File: src/rtl/tds_pkg.sv
// Shared types and constants for the timer divider solver.
`default_nettype none

package tds_pkg;

  localparam int TGT_W          = 29;
  localparam int IN_TDATA_W     = 32;
  localparam int PRESC_W        = 16;
  localparam int PERIOD_W       = 16;
  localparam int CMP_W          = 15;
  localparam int STATUS_W       = 2;
  localparam int OUT_TDATA_W    = 48;
  localparam int PERIOD_LIMIT_DEF = 65535;

  localparam logic [TGT_W-1:0]   CLK_RESET  = TGT_W'(168000000);
  localparam logic [PRESC_W-1:0] PRESC_MAX  = 16'hFFFF;

  typedef enum logic [STATUS_W-1:0] {
    STATUS_OK    = 2'd0,
    STATUS_ZERO  = 2'd1,
    STATUS_ABOVE = 2'd2
  } status_t;

  typedef enum logic [2:0] {
    ST_IDLE,
    ST_MUL,
    ST_DIV1,
    ST_DIV2,
    ST_DIV3,
    ST_DONE
  } state_t;

endpackage

`default_nettype wire

File: src/rtl/tds_div.sv
// Bit-serial restoring divider, one quotient bit per cycle.
`default_nettype none

module tds_div #(
  parameter int N_W = 29,
  parameter int D_W = 45
) (
  input  wire logic           clk,
  input  wire logic           rst_n,
  input  wire logic           start,
  input  wire logic [N_W-1:0] dividend,
  input  wire logic [D_W-1:0] divisor,
  output logic      [N_W-1:0] quotient,
  output logic                done
);

  localparam int CNT_W = $clog2(N_W + 1);

  logic [D_W-1:0]   rem_r, rem_nxt;
  logic [N_W-1:0]   quo_r, quo_nxt;
  logic [D_W-1:0]   dvs_r, dvs_nxt;
  logic [CNT_W-1:0] cnt_r, cnt_nxt;
  logic             busy_r, busy_nxt;
  logic             done_r, done_nxt;
  logic [D_W:0]     trial;
  logic             fits;

  // The dividend shifts out at the top while quotient bits shift in at the bottom.
  assign trial = {rem_r, quo_r[N_W-1]};
  assign fits  = (trial >= {1'b0, dvs_r});

  always_comb begin
    rem_nxt  = rem_r;
    quo_nxt  = quo_r;
    dvs_nxt  = dvs_r;
    cnt_nxt  = cnt_r;
    busy_nxt = busy_r;
    done_nxt = 1'b0;
    if (start) begin
      rem_nxt  = '0;
      quo_nxt  = dividend;
      dvs_nxt  = divisor;
      cnt_nxt  = CNT_W'(N_W);
      busy_nxt = 1'b1;
    end else if (busy_r) begin
      rem_nxt = fits ? D_W'(trial - {1'b0, dvs_r}) : D_W'(trial);
      quo_nxt = {quo_r[N_W-2:0], fits};
      cnt_nxt = cnt_r - CNT_W'(1);
      if (cnt_r == CNT_W'(1)) begin
        busy_nxt = 1'b0;
        done_nxt = 1'b1;
      end
    end
  end

  always_ff @(posedge clk) begin
    rem_r <= rem_nxt;
    quo_r <= quo_nxt;
    dvs_r <= dvs_nxt;
    if (!rst_n) begin
      cnt_r  <= '0;
      busy_r <= 1'b0;
      done_r <= 1'b0;
    end else begin
      cnt_r  <= cnt_nxt;
      busy_r <= busy_nxt;
      done_r <= done_nxt;
    end
  end

  assign quotient = quo_r;
  assign done     = done_r;

endmodule

`default_nettype wire

File: src/rtl/timer_divider_solver.sv
// One request at a time: the next is accepted when the result enters the output register.
// A valid target costs three serial divisions of 29 quotient bits each on one shared bit-serial divider; an error none.
// A finished result waits in the output register while the next request is taken.
// Reset (synchronous, rst_n low) empties the pipeline and sets the timer clock to 168 MHz.
`default_nettype none

module timer_divider_solver #(
  parameter int PERIOD_LIMIT = tds_pkg::PERIOD_LIMIT_DEF
) (
  input  wire logic                               clk,
  input  wire logic                               rst_n,
  input  wire logic                               in_tvalid,
  output logic                                    in_tready,
  // [28:0] target_hz, upper bits zero
  input  wire logic [tds_pkg::IN_TDATA_W-1:0]     in_tdata,
  output logic                                    out_tvalid,
  input  wire logic                               out_tready,
  // [15:0] prescale_value, [31:16] period_value, [46:32] compare_value, [47] zero
  output logic      [tds_pkg::OUT_TDATA_W-1:0]    out_tdata,
  // [1:0] status
  output logic      [tds_pkg::STATUS_W-1:0]       out_tuser,
  input  wire logic                               cfg_wen,
  input  wire logic [tds_pkg::TGT_W-1:0]          cfg_wdata
);

  localparam int TGT_W = tds_pkg::TGT_W;
  localparam int LIM_W = $clog2(PERIOD_LIMIT + 1);
  localparam int DVS_W = TGT_W + LIM_W;
  localparam logic [LIM_W-1:0] LIM_C   = LIM_W'(PERIOD_LIMIT);
  localparam logic [TGT_W-1:0] LIM_M1  = TGT_W'(PERIOD_LIMIT - 1);

  tds_pkg::state_t                   state_r, state_nxt;
  tds_pkg::status_t                  status_r, status_nxt;
  logic [TGT_W-1:0]                  clk_hz_r, clk_hz_nxt;
  logic [TGT_W-1:0]                  tgt_r, tgt_nxt;
  logic [tds_pkg::PRESC_W-1:0]       presc_r, presc_nxt;
  logic [tds_pkg::PERIOD_W-1:0]      period_r, period_nxt;
  logic                              out_tvalid_r, out_tvalid_nxt;
  logic [tds_pkg::OUT_TDATA_W-1:0]   out_tdata_r, out_tdata_nxt;
  logic [tds_pkg::STATUS_W-1:0]      out_tuser_r, out_tuser_nxt;

  logic                              div_start;
  logic [TGT_W-1:0]                  div_dvd;
  logic [DVS_W-1:0]                  div_dvs;
  logic [TGT_W-1:0]                  div_quo;
  logic                              div_done;

  logic [TGT_W-1:0]                  in_tgt;
  logic [tds_pkg::PRESC_W-1:0]       presc_sat;
  logic [TGT_W-1:0]                  quo_m1;
  logic [tds_pkg::PERIOD_W-1:0]      period_sat;
  logic                              out_load;

  tds_div #(
    .N_W (TGT_W),
    .D_W (DVS_W)
  ) u_div (
    .clk      (clk),
    .rst_n    (rst_n),
    .start    (div_start),
    .dividend (div_dvd),
    .divisor  (div_dvs),
    .quotient (div_quo),
    .done     (div_done)
  );

  assign in_tgt    = in_tdata[TGT_W-1:0];
  assign presc_sat = (div_quo[TGT_W-1:tds_pkg::PRESC_W] != '0) ? tds_pkg::PRESC_MAX
                                                               : div_quo[tds_pkg::PRESC_W-1:0];
  assign quo_m1    = div_quo - TGT_W'(1);
  always_comb begin
    if (div_quo == '0) begin
      period_sat = '0;
    end else if (quo_m1 > LIM_M1) begin
      period_sat = tds_pkg::PERIOD_W'(LIM_M1);
    end else begin
      period_sat = tds_pkg::PERIOD_W'(quo_m1);
    end
  end

  assign out_load = (state_r == tds_pkg::ST_DONE) && (!out_tvalid_r || out_tready);

  always_comb begin
    state_nxt      = state_r;
    status_nxt     = status_r;
    clk_hz_nxt     = cfg_wen ? cfg_wdata : clk_hz_r;
    tgt_nxt        = tgt_r;
    presc_nxt      = presc_r;
    period_nxt     = period_r;
    out_tvalid_nxt = out_tvalid_r;
    out_tdata_nxt  = out_tdata_r;
    out_tuser_nxt  = out_tuser_r;
    div_start      = 1'b0;
    div_dvd        = clk_hz_r;
    div_dvs        = '0;

    if (out_tvalid_r && out_tready) begin
      out_tvalid_nxt = 1'b0;
    end

    case (state_r)
      tds_pkg::ST_IDLE: begin
        if (in_tvalid) begin
          tgt_nxt = in_tgt;
          if (in_tgt == '0) begin
            status_nxt = tds_pkg::STATUS_ZERO;
            state_nxt  = tds_pkg::ST_DONE;
          end else if (in_tgt > clk_hz_r) begin
            status_nxt = tds_pkg::STATUS_ABOVE;
            state_nxt  = tds_pkg::ST_DONE;
          end else begin
            status_nxt = tds_pkg::STATUS_OK;
            state_nxt  = tds_pkg::ST_MUL;
          end
        end
      end
      tds_pkg::ST_MUL: begin
        // Prescaler: clock over limit times target.
        div_start = 1'b1;
        div_dvs   = DVS_W'(LIM_C) * DVS_W'(tgt_r);
        state_nxt = tds_pkg::ST_DIV1;
      end
      tds_pkg::ST_DIV1: begin
        if (div_done) begin
          presc_nxt = presc_sat;
          div_start = 1'b1;
          div_dvs   = DVS_W'({1'b0, presc_sat} + 17'd1);
          state_nxt = tds_pkg::ST_DIV2;
        end
      end
      tds_pkg::ST_DIV2: begin
        if (div_done) begin
          div_start = 1'b1;
          div_dvd   = div_quo;
          div_dvs   = DVS_W'(tgt_r);
          state_nxt = tds_pkg::ST_DIV3;
        end
      end
      tds_pkg::ST_DIV3: begin
        if (div_done) begin
          period_nxt = period_sat;
          state_nxt  = tds_pkg::ST_DONE;
        end
      end
      tds_pkg::ST_DONE: begin
        if (out_load) begin
          out_tvalid_nxt = 1'b1;
          out_tuser_nxt  = status_r;
          if (status_r == tds_pkg::STATUS_OK) begin
            out_tdata_nxt = {1'b0, period_r[tds_pkg::PERIOD_W-1:1], period_r, presc_r};
          end else begin
            out_tdata_nxt = '0;
          end
          state_nxt = tds_pkg::ST_IDLE;
        end
      end
      default: begin
        state_nxt = tds_pkg::ST_IDLE;
      end
    endcase
  end

  always_ff @(posedge clk) begin
    tgt_r       <= tgt_nxt;
    presc_r     <= presc_nxt;
    period_r    <= period_nxt;
    status_r    <= status_nxt;
    out_tdata_r <= out_tdata_nxt;
    out_tuser_r <= out_tuser_nxt;
    if (!rst_n) begin
      state_r      <= tds_pkg::ST_IDLE;
      clk_hz_r     <= tds_pkg::CLK_RESET;
      out_tvalid_r <= 1'b0;
    end else begin
      state_r      <= state_nxt;
      clk_hz_r     <= clk_hz_nxt;
      out_tvalid_r <= out_tvalid_nxt;
    end
  end

  assign in_tready  = (state_r == tds_pkg::ST_IDLE);
  assign out_tvalid = out_tvalid_r;
  assign out_tdata  = out_tdata_r;
  assign out_tuser  = out_tuser_r;

endmodule

`default_nettype wire

File: config.mk
export PLATFORM = sky130hd
export DESIGN_NAME = timer_divider_solver
export DESIGN_NICKNAME = d
export VERILOG_FILES = /design/src/rtl/tds_pkg.sv /design/src/rtl/tds_div.sv /design/src/rtl/timer_divider_solver.sv
export SDC_FILE = /design/constraint.sdc
export NUM_CORES = 1
export LEC_CHECK = 0
export BUFFER_PORTS_ARGS = -buffer_cell sky130_fd_sc_hd__buf_4
export CORE_MARGIN = 5
export CORE_UTILIZATION = 51
export CTS_CLUSTER_DIAMETER = 40
export DETAILED_ROUTE_END_ITERATION = 8
export PLACE_DENSITY = 0.68
export SYNTH_ARGS = -nofsm -noshare
export SYNTH_HDL_FRONTEND = slang
export SYNTH_HIERARCHICAL = 1
export SYNTH_SLANG_ARGS = --single-unit
File: constraint.sdc
create_clock -name clk -period 9.1 [get_ports clk]
set_clock_uncertainty 0.2 [all_clocks]
set_input_delay 0.455 -clock clk [delete_from_list [all_inputs] [get_ports clk]]
set_output_delay 0.455 -clock clk [all_outputs]
set_load 0.01 [all_outputs]
Word-level counts from Yosys, hierarchy flattened
Index checks and enable logic that the tools add are counted.
{"block": "word_totals", "register_bits": 272, "input_bits": 66, "out_inout_bits": 52, "wordCells": 90}
{"block": "op_classes", "n_lt_le_gt_ge": 3, "n_addsub": 4, "muxes": 30, "bitwise": 2, "n_mul": 1, "eq_ne": 12, "n_reduce_logical": 20}
{"op": "2-to-1 mux 29 bit", "count": 5}
{"op": "case mux 45 bit (3 select lines)", "count": 1}
{"op": "zero test 29 bit", "count": 2}
{"op": "greater-or-equal comparator 46 x 45 -> 1 bit", "count": 1}
{"op": "multiplier 16 x 29 -> 45 bit, first input constant", "count": 1}
{"op": "2-to-1 mux 45 bit", "count": 1}
{"op": "subtractor 45 bit", "count": 1}
{"op": "2-to-1 mux 16 bit", "count": 2}
{"op": "> comparator 29 x 16 -> 1 bit, second input constant", "count": 1}
{"op": "> comparator 29 bit", "count": 1}
{"op": "subtractor 29 x 1 -> 29 bit, second input constant", "count": 1}
{"op": "2-to-1 mux 3 bit", "count": 7}
{"op": "case mux 3 bit (6 select lines)", "count": 1}
{"op": "adder 16 x 1 -> 17 bit, second input constant", "count": 1}
{"op": "2-to-1 mux 17 bit", "count": 1}
{"op": "nonzero test 13 bit", "count": 1}
{"op": "2-to-1 mux 5 bit", "count": 2}
{"op": "AND reduction 2 bit", "count": 5}
{"op": "2-to-1 mux 1 bit", "count": 8}
{"op": "equality test 3 x 2 -> 1 bit, second input constant", "count": 2}
{"op": "equality test 3 bit, second input constant", "count": 2}
{"op": "inequality test 2 x 1 -> 1 bit, second input constant", "count": 3}
{"op": "OR reduction 2 bit", "count": 3}
{"op": "equality test 5 x 1 -> 1 bit, second input constant", "count": 1}
{"op": "15 further kinds", "count": 18}

Longest topological paths before layout
Gate-level depths: netlist of run 1.
{"block": "logic_depth", "depth_word": 5, "depth_mapped": 23, "ltp_nobuf": 22}

Hierarchy
Netlist of run 1, hierarchy kept.
{"mod": "timer_divider_solver", "cells_per_inst": 1702, "seq_area_each_um2": 3573.4, "instances": 1, "area_per_inst_um2": 16407.0}
{"mod": "tds_div", "cells_per_inst": 796, "seq_area_each_um2": 3263.1, "instances": 1, "area_per_inst_um2": 7790.0}

Least setup slack after synthesis of run 1
OpenSTA, ideal clock, no wires.
{"block": "synth_path", "path_type": "register -> register", "startpoint": "register tgt_r[21]", "endpoint": "register u_div.dvs_r[42], data pin", "slack_ns": 2.105, "synth_period_minus_slack_ns": 6.995, "setup_time_ns": 0.266, "required_time_ns": 8.634, "n_path_buf": 1, "arrival_time_ns": 6.529, "path_stages_with_launch": 24, "path_cell_list": "edfxtp_1 -> inv_1 -> fa_1 -> inv_1 -> fa_1 -> fa_1 -> inv_1 -> fa_1 -> inv_1 -> fa_1 -> inv_1 -> fa_1 -> inv_1 -> ha_1 -> clkbuf_1 -> and3_1 -> or3b_2 -> or4b_2 -> o211ai_1 -> a211oi_1 -> o21ai_0 -> a211oi_1 -> xor2_1 -> nor2_1"}
{"block": "synth_via", "elab_chain_len": 2}
{"element": "start, declared", "line_no": "timer_divider_solver.sv:35", "text": "logic [TGT_W-1:0] tgt_r, tgt_nxt;"}
{"element": "start signal, assigned", "line_no": "timer_divider_solver.sv:164", "text": "tgt_r <= tgt_nxt;"}
{"element": "multiplier 16 x 29 -> 45 bit", "line_no": "timer_divider_solver.sv:120", "text": "div_dvs = DVS_W'(LIM_C) * DVS_W'(tgt_r);"}
{"element": "case mux 45 bit (3 select lines)", "line_no": "timer_divider_solver.sv:101", "text": "case (state_r)"}
{"element": "named net div_dvs[42]", "line_no": "timer_divider_solver.sv:44", "text": "logic [DVS_W-1:0] div_dvs;"}
{"element": "end signal, assigned", "line_no": "tds_div.sv:59", "text": "dvs_r <= dvs_nxt;"}
{"element": "end, declared", "line_no": "tds_div.sv:21", "text": "logic [D_W-1:0] dvs_r, dvs_nxt;"}
The timed path passes the listed nets, and every way through them passes these cells.
A chain may end at the register's enable or synchronous reset.

Final worst setup path of run 1
{"block": "layout_path", "startpoint": "register tgt_r[22]", "endpoint": "register u_div.dvs_r[42], data pin"}
Same word-level chain as after synthesis.

==> results.json, run 1 <==
{
  "synth_cell_type_count": 103,
  "syn_area_mm2": 0.02420,
  "slew_headroom_pct": 21.84,
  "io_pins": 118,
  "numClockSinks": 256,
  "outcome": "completed",
  "rsz0062_at_grt": "false",
  "cts_made_buffers": 42,
  "startpoint_type": "flip-flop",
  "h-tree-depth": 2,
  "core_area_mm2": 0.04675,
  "chipHeight_um": 227.8,
  "grt_start_max_net_pins": 69,
  "die_x_um": 227.8,
  "hpwl_mm": 49.30,
  "dr_total_vias": 18240,
  "cts_resized": 0,
  "die_area_mm2": 0.05190,
  "wl_mm": 62.03,
  "yosysSeqAreaShare_pct": 28.25,
  "hold_path_startpoint": "out_tready",
  "portBuffers": 113,
  "cts_hold_buf": 58,
  "grt_pass1_wl_mm": 98.33,
  "end_kind": "flip-flop",
  "worstMarginPinSlew_ps": 1163,
  "fin_tns_setup_ps": 0,
  "rows": 79,
  "antenna_found_initial": 0,
  "drc_errors": 0,
  "syn_nets": 2990,
  "wl_per_cell_um": 19.04,
  "hold_path_depth": 4,
  "ant_nets": 0,
  "post-synth-top-count-cell": "inv_1",
  "synthTopCellsByCount": "inv_1, fa_1, ha_1, edfxtp_1, nand2_1",
  "fillerInstances": 3941,
  "cp.arrival_ps": 7620,
  "drive_gt1_share_pct": 10.94,
  "regArea_mm2": 0.006838,
  "setup.worst_path.start": "tgt_r[22]",
  "drt_iter0_drc": 1458,
  "critical_path_required_ps": 9190,
  "place_area_mm2": 0.02535,
  "async_flop_share_pct": 0,
  "synth_edf_count": 171,
  "timing.final.crit_share_pct": 82.77,
  "maxCapViolations": 0,
  "synth.avg_cell_area_um2": 9.687,
  "grt_overflow": 0,
  "dr.pass1.iters": 5,
  "gp_congestion": 0.9536,
  "synth.area.top_cells": "edfxtp_1, fa_1, ha_1, dfxtp_1, inv_1",
  "cts_tree": "built",
  "clock_latency_ps": 560,
  "crit_fanout": 9,
  "postCtsSetupBuffers": 0,
  "r2r_start": "tgt_r[22]",
  "clk_pin_slew_worst_paths_ps": 60,
  "setup_viol": 0,
  "yosysTopAreaCell": "edfxtp_1",
  "postLayoutCellArea_mm2": 0.02738,
  "initial_utilization_pct": 51.75,
  "n_antenna_cell": 0,
  "layout.nets": 3109,
  "drv_slew": 0,
  "hold_path.class": "in -> reg",
  "synth_top_area_share_pct": 21.22,
  "ys_warn_count": 6,
  "synthCells": 2498,
  "hold_violations": 0,
  "area_delta_synth_final_pct": 13.17,
  "synthFlopType": "edfxtp_1",
  "grtUsageTotal_pct": 23.27,
  "crit_type": "reg -> reg",
  "synth-seq-cells": 256,
  "cts_root_buf": "clkbuf_16",
  "cts_buffer_depth": 3,
  "reg2regPathDepth": 22,
  "multiInputGateArea_mm2": 0.01512,
  "max_freq_mhz": 132.8,
  "via_per_inst": 5.598,
  "min_period_ps": 7532,
  "grt_pass1_vias": 18370
}
==> per-layer routing <==
| metal | GRT usage, % | routed length (um) | vias to the layer above |
|---|---|---|---|
| met1 | 32.41 | 27470 | 8851 |
| met5 | 0 | 0 | - |
| met2 | 37.42 | 28780 | 571 |
| li1 | - | - | 8706 |
| met3 | 4.745 | 4177 | 111 |
| met4 | 6.467 | 1608 | 0 |
==> kinds of logic (layout without fill, tap and decap cells) <==
family          count (synthesis)  count (layout)  share of synthesized area (%)
xor+xnor                      108             108                          3.909
compound gates                508             508                          13.71
other cells                     1               1                        0.01550
flops                         256             256                          28.25
simple gates                  569             569                          12.23
fa+ha+maj                     426             426                          29.38
buf+inv                       558             711                          9.364
mux                            72              72                          3.134
==> worst max-delay path, stage by stage, from the launching register on <==
cell and delay (ps):
edfxtp_1 500, inv_1 190, fa_1 620, inv_1 90, fa_1 570, fa_1 560
inv_1 60, fa_1 530, inv_1 50, fa_1 540, inv_1 60, fa_1 530
inv_1 40, ha_1 450, and3_1 220, or3b_2 480, or4b_2 630, o211ai_1 130
a211oi_1 110, o21ai_0 340, a211oi_1 160, xor2_1 150, nor2_1 50
==> path summary, 6_finish.rpt <==
check | endpoint | slack (ps)
worst max-delay path | u_div/dvs_r[42] | 1570
worst min-delay path | out_tvalid | 40
worst max register to register | u_div/dvs_r[42] | 1570
worst min register to register | out_tuser[1] | 270
==> sequential cells by signal, summed over array words and instances (netlist names), 3 cells and up <==
register and cells:
clk_hz_r 29, u_div/dvs_r 45, u_div/cnt_r 5, state_r 3
presc_r 16, out_tdata 32, period_r 16, u_div/quotient 29
u_div/rem_r 45, tgt_r 29
==> area by class of cell <==
cell class,count,share of cell area [%]
inverter,448,6.141
timing repair buffer,185,5.602
clock inverter,29,1.215
tap,607,2.773
clock buffer,49,4.085
multi-input combinational,1684,55.21
sequential,256,24.97
==> cells in the final DEF (no fill, tap or decap), types with 84 or more instances in the layout <==
master    Yosys  final
o21ai_0     110    110
nand2_1     148    147
a21oi_1     139    139
fa_1        237    237
nor2_1      141    139
edfxtp_1    171    171
inv_1       447    447
dfxtp_1      85     84
ha_1        189    189
buf_4        18    127
==> per-stage QoR <==
stage          utilization [%]  setup slack [ps]  hold WS, ps  cells
2_1_floorplan                -              2105        227.2   2498
3_3_place_gp             54.22              1710        247.8   3122
3_5_place_dp             54.22              1606        257.7   3122
4_1_cts                  58.57              1572        13.52   3258
5_1_grt                  58.57              1137        36.26   3258
6_report                 58.57              1568        42.37   3258
Power of run 1 is left out: the tool's default activity adds up to more than one toggle a clock period on the data nets, which glitch-free logic cannot reach.
==> run 2, diff against run 1 <==
Settings changed: PLACE_DENSITY 0.68 to 0.71.
Clock period 9.1 ns to 6.4 ns, I/O delays scaled along.
==> run 2 against run 1 <==
Against the previous run:
- the flow now finishes with violations (setup timing)
- final area up 11%
- final cell count up 7.9%
- via count up 7.5%
- global-route usage up 1.7 points
- register-to-register slack worse by 1700 ps
- sequential share of layout area down 2.4 points
- flip-flop and latch count unchanged
- critical path type unchanged
- critical endpoint is now u_div/dvs_r[35]
==> results.json, run 2 (same netlist as run 1, synthesis figures left out) <==
{
  "wl_per_cell_um": 19.21,
  "layout_commonest_cell": "inv_1",
  "postLayoutCellArea_mm2": 0.03030,
  "violations": "setup timing",
  "place_area_mm2": 0.02670,
  "crit_chain": "fa_2, buf_6, buf_6, fa_2, inv_2, fa_1, inv_1, fa_2, fa_1, inv_2, fa_1, inv_2, ha_4, a21oi_2, o21bai_2, a221o_1, a2bb2oi_2, o21ai_4, buf_6, a21o_1, a211oi_2, xnor2_1, nor2_1",
  "cp.arrival_ps": 6590,
  "outcome": "finished, violations left",
  "timing.final.ws_setup_ps": -91.53,
  "cp_num_buf_inv": 7,
  "layout.nets": 3367,
  "grt_pass1_vias": 19840,
  "drv_slew": 0,
  "hold_violations": 0,
  "hold_path.class": "reg -> reg",
  "critical_path_required_ps": 6490,
  "grt_overflow": 0,
  "initial_utilization_pct": 51.75,
  "grt_pass1_wl_mm": 106.0,
  "dr.pass1.iters": 5,
  "numClockSinks": 256,
  "grt_start_max_net_pins": 78,
  "rows": 79,
  "end_kind": "flip-flop",
  "maxCapViolations": 0,
  "area_delta_synth_final_pct": 25.24,
  "drt_iter0_drc": 1639,
  "wl_mm": 67.53,
  "io_pins": 118,
  "cpMaxStageDelayCell": "fa_2",
  "ant_nets": 0,
  "slew_headroom_pct": 26.44,
  "grtUsageTotal_pct": 25.01,
  "antenna_found_initial": 1,
  "die_area_mm2": 0.05190,
  "gp_congestion": 0.9773,
  "max_freq_mhz": 154.0,
  "drc_errors": 0,
  "portBuffers": 113,
  "timing.final.crit_share_pct": 101.4,
  "chipHeight_um": 227.8,
  "hpwl_mm": 51.67,
  "dr_total_vias": 19620,
  "h-tree-depth": 2,
  "via_per_inst": 5.579,
  "cts_made_buffers": 41,
  "crit_type": "reg -> reg",
  "startpoint_type": "flip-flop",
  "mostFrequentLayoutCells": "inv_1, buf_4, fa_1",
  "setup_viol": 6,
  "critPathTopFamily": "adder cells",
  "crit_fanout": 4,
  "rsz0062_at_grt": "true",
  "cts_tree": "built",
  "cpPeakStageDelay_ps": 580,
  "cts_buffer_depth": 3,
  "drive_gt1_share_pct": 23.31,
  "core_area_mm2": 0.04675,
  "die_x_um": 227.8,
  "fillerInstances": 3591,
  "min_period_ps": 6492,
  "clk_pin_slew_worst_paths_ps": 60,
  "clock_latency_ps": 570,
  "cts_root_buf": "clkbuf_16",
  "worstMarginPinSlew_ps": 1095
}
-- run 2: timing repair --
item | 4_1_cts | 5_1_grt
endpoints found under the setup margin | 23 | 24
hold endpoints to repair | 65 | 0
resized for setup | 109 | 94
pin swaps | 116 | 76
hold buffers | 91 | 0
setup buffers | 44 | 16
-- run 2: metrics by stage --
stage          std cells  hold WS [ps]  util (%)  setup slack (ps)  setup TNS [ps]
2_1_floorplan       2498         218.9         -            -29.13          -29.13
3_3_place_gp        3294         233.4     57.11            -202.4           -1621
3_5_place_dp        3294         240.5     57.11            -339.6           -3284
4_1_cts             3505         250.9     63.84            -24.20          -24.20
5_1_grt             3516         266.6     64.82            -246.5           -2314
6_report            3516         245.5     64.82            -91.53          -270.3
-- run 2: final cells by class --
cell class	count	area (um^2)	area share, %
Clock inverter	28	362.8	1.197
Timing Repair Buffer	444	3679	12.14
Antenna cell	1	2.502	0.008258
Multi-Input combinational cell	1684	15910	52.50
Tap cell	607	759.5	2.506
Clock buffer	48	1072	3.538
Sequential cell	256	6838	22.56
Inverter	448	1682	5.549
-- run 2: final timing paths --
kind / from / end / slack (ps) / cells after the start
setup reg to reg: tgt_r[14] / u_div/dvs_r[35] / -90 / 23
setup / recovery: tgt_r[14] / u_div/dvs_r[35] / -90 / 23
hold / removal: status_r[0] / out_tuser[0] / 250 / 0
hold reg to reg: status_r[0] / out_tuser[0] / 250 / 0
-- run 2: routing by layer --
layer  wire length [um]  vias to the layer above  GRT usage [%]
li1                   -                     9205              -
met1              29130                     9513          35.17
met2              31800                      761          40.74
met3               4648                      137          3.677
met4               1950                        0          7.243
met5                  0                        -              0
Power of run 2 is left out for the same reason.
==> run 3, diff against run 2 <==
Settings changed: PLACE_DENSITY 0.71 to 0.68.
Clock period 6.4 ns to 7.4 ns, I/O delays scaled along.
==> run 3 against run 2 <==
Against the previous run:
- the flow now finishes without violations
- maximum frequency down 8.5%
- non-clock buffer count shrank 232
- worst hold slack worse by 190 ps
- via count down 6.7%
==> results.json, run 3 (same netlist as run 1, synthesis figures left out) <==
{
  "max_freq_mhz": 140.9,
  "crit_chain": "inv_1, fa_1, inv_1, fa_1, fa_1, inv_1, fa_1, inv_1, fa_1, inv_1, fa_1, inv_1, ha_1, and3_1, or3b_2, or4b_2, o211ai_1, a211oi_2, o21ai_1, a211oi_1, xor2_1, nor2_1",
  "reg2regPathDepth": 22,
  "postLayoutCellArea_mm2": 0.02770,
  "fin_tns_setup_ps": 0,
  "maxCapViolations": 0,
  "cp_num_buf_inv": 6,
  "slew_headroom_pct": 28.09,
  "cpMaxStageDelayCell": "fa_1",
  "timing.final.crit_share_pct": 95.92,
  "hold_path_depth": 2,
  "initial_utilization_pct": 51.75,
  "antenna_found_initial": 2,
  "layout_commonest_cell": "inv_1",
  "io_pins": 118,
  "hold_path.class": "in -> reg",
  "clk_pin_slew_worst_paths_ps": 50,
  "critPathTopFamily": "adder cells",
  "grt_overflow": 0,
  "grt_start_max_net_pins": 79,
  "worstMarginPinSlew_ps": 1070,
  "hpwl_mm": 49.06,
  "drc_errors": 0,
  "h-tree-depth": 2,
  "outcome": "completed",
  "rsz0062_at_grt": "false",
  "chipHeight_um": 227.8,
  "dr_total_vias": 18310,
  "cts_made_buffers": 45,
  "dr.pass1.iters": 6,
  "crit_type": "reg -> reg",
  "core_area_mm2": 0.04675,
  "area_delta_synth_final_pct": 14.49,
  "crit_fanout": 4,
  "setup_viol": 0,
  "end_kind": "flip-flop",
  "ant_nets": 0,
  "cts_root_buf": "clkbuf_16",
  "cp.depth": 22,
  "mostFrequentLayoutCells": "inv_1, fa_1, ha_1",
  "wl_per_cell_um": 18.88,
  "die_area_mm2": 0.05190,
  "place_area_mm2": 0.02545,
  "grtUsageTotal_pct": 23.46,
  "grt_pass1_wl_mm": 99.51,
  "rows": 79,
  "grt_pass1_vias": 18530,
  "place_ws_ps": 176.1,
  "cts_buffer_depth": 3,
  "critical_path_required_ps": 7500,
  "via_per_inst": 5.560,
  "wl_mm": 62.18,
  "startpoint_type": "flip-flop",
  "drt_iter0_drc": 1591,
  "timing.final.ws_setup_ps": 301.8,
  "cpPeakStageDelay_ps": 680,
  "cts_tree": "built",
  "clock_latency_ps": 570,
  "drive_gt1_share_pct": 11.77,
  "hold_violations": 0,
  "min_period_ps": 7098,
  "portBuffers": 113,
  "cp.arrival_ps": 7190,
  "die_x_um": 227.8,
  "fin_hold_ws_ps": 53.83,
  "drv_slew": 0,
  "layout.nets": 3139,
  "gp_congestion": 0.9714,
  "numClockSinks": 256
}
## run 3: changes by cell type in the layout (fill, tap and decap cells not counted), moves of 8 or more
cell	delta
fa_2	-37
ha_1	+24
a21oi_1	+12
buf_4	-180
fa_1	+37
ha_4	-25
inv_1	+44
a21oi_2	-8
buf_6	-28
o21ai_0	+8
dlygate4sd3_1	-23
inv_2	-44
## run 3: worst register-to-register path, delay by kind of cell (launching register included)
| family | cells | cell delay [ps] |
|---|---|---|
| compound gates | 4 | 600 |
| xor+xnor | 1 | 140 |
| fa+ha+maj | 7 | 3710 |
| buf+inv | 6 | 480 |
| flops | 1 | 380 |
| simple gates | 4 | 1350 |
## run 3: stage by stage
stage / util [%] / cells
floorplan: - / 2498
global placement: 54.43 / 3135
detailed placement: 54.43 / 3135
CTS: 59.16 / 3287
global route: 59.26 / 3293
finish: 59.26 / 3293
## run 3: area by class of cell
| type | count | area (um^2) |
|---|---|---|
| diodes | 2 | 5.005 |
| clock buffers | 52 | 1194 |
| clock inverters | 32 | 337.8 |
| fillers | 3902 | 19050 |
| inverters | 448 | 1682 |
| multi-input cells | 1684 | 15130 |
| flip-flops and latches | 256 | 6838 |
| well taps | 607 | 759.5 |
| repair buffers | 212 | 1762 |
## run 3: layer usage
| metal | up-vias | track usage, % | wire (um) |
|---|---|---|---|
| met5 | - | 0 | 0 |
| met4 | 0 | 6.184 | 1534 |
| met3 | 105 | 3.714 | 3979 |
| met2 | 605 | 37.73 | 28970 |
| met1 | 8853 | 33.47 | 27700 |
| li1 | 8747 | - | - |
## run 3: timing repair
item	in CTS	in global routing
setup endpoints to repair	0	2
hold endpoints to repair	59	0
buffers inserted	0	4
gates resized for setup	0	3
hold buffers	68	0
## run 3: final timing paths
kind               start              end  slack (ps)
min reg2reg  status_r[1]     out_tuser[1]         260
max reg2reg    tgt_r[20]  u_div/dvs_r[42]         300
min                rst_n     clk_hz_r[19]          50
max            tgt_r[20]  u_div/dvs_r[42]         300
Power of run 3 is left out for the same reason.
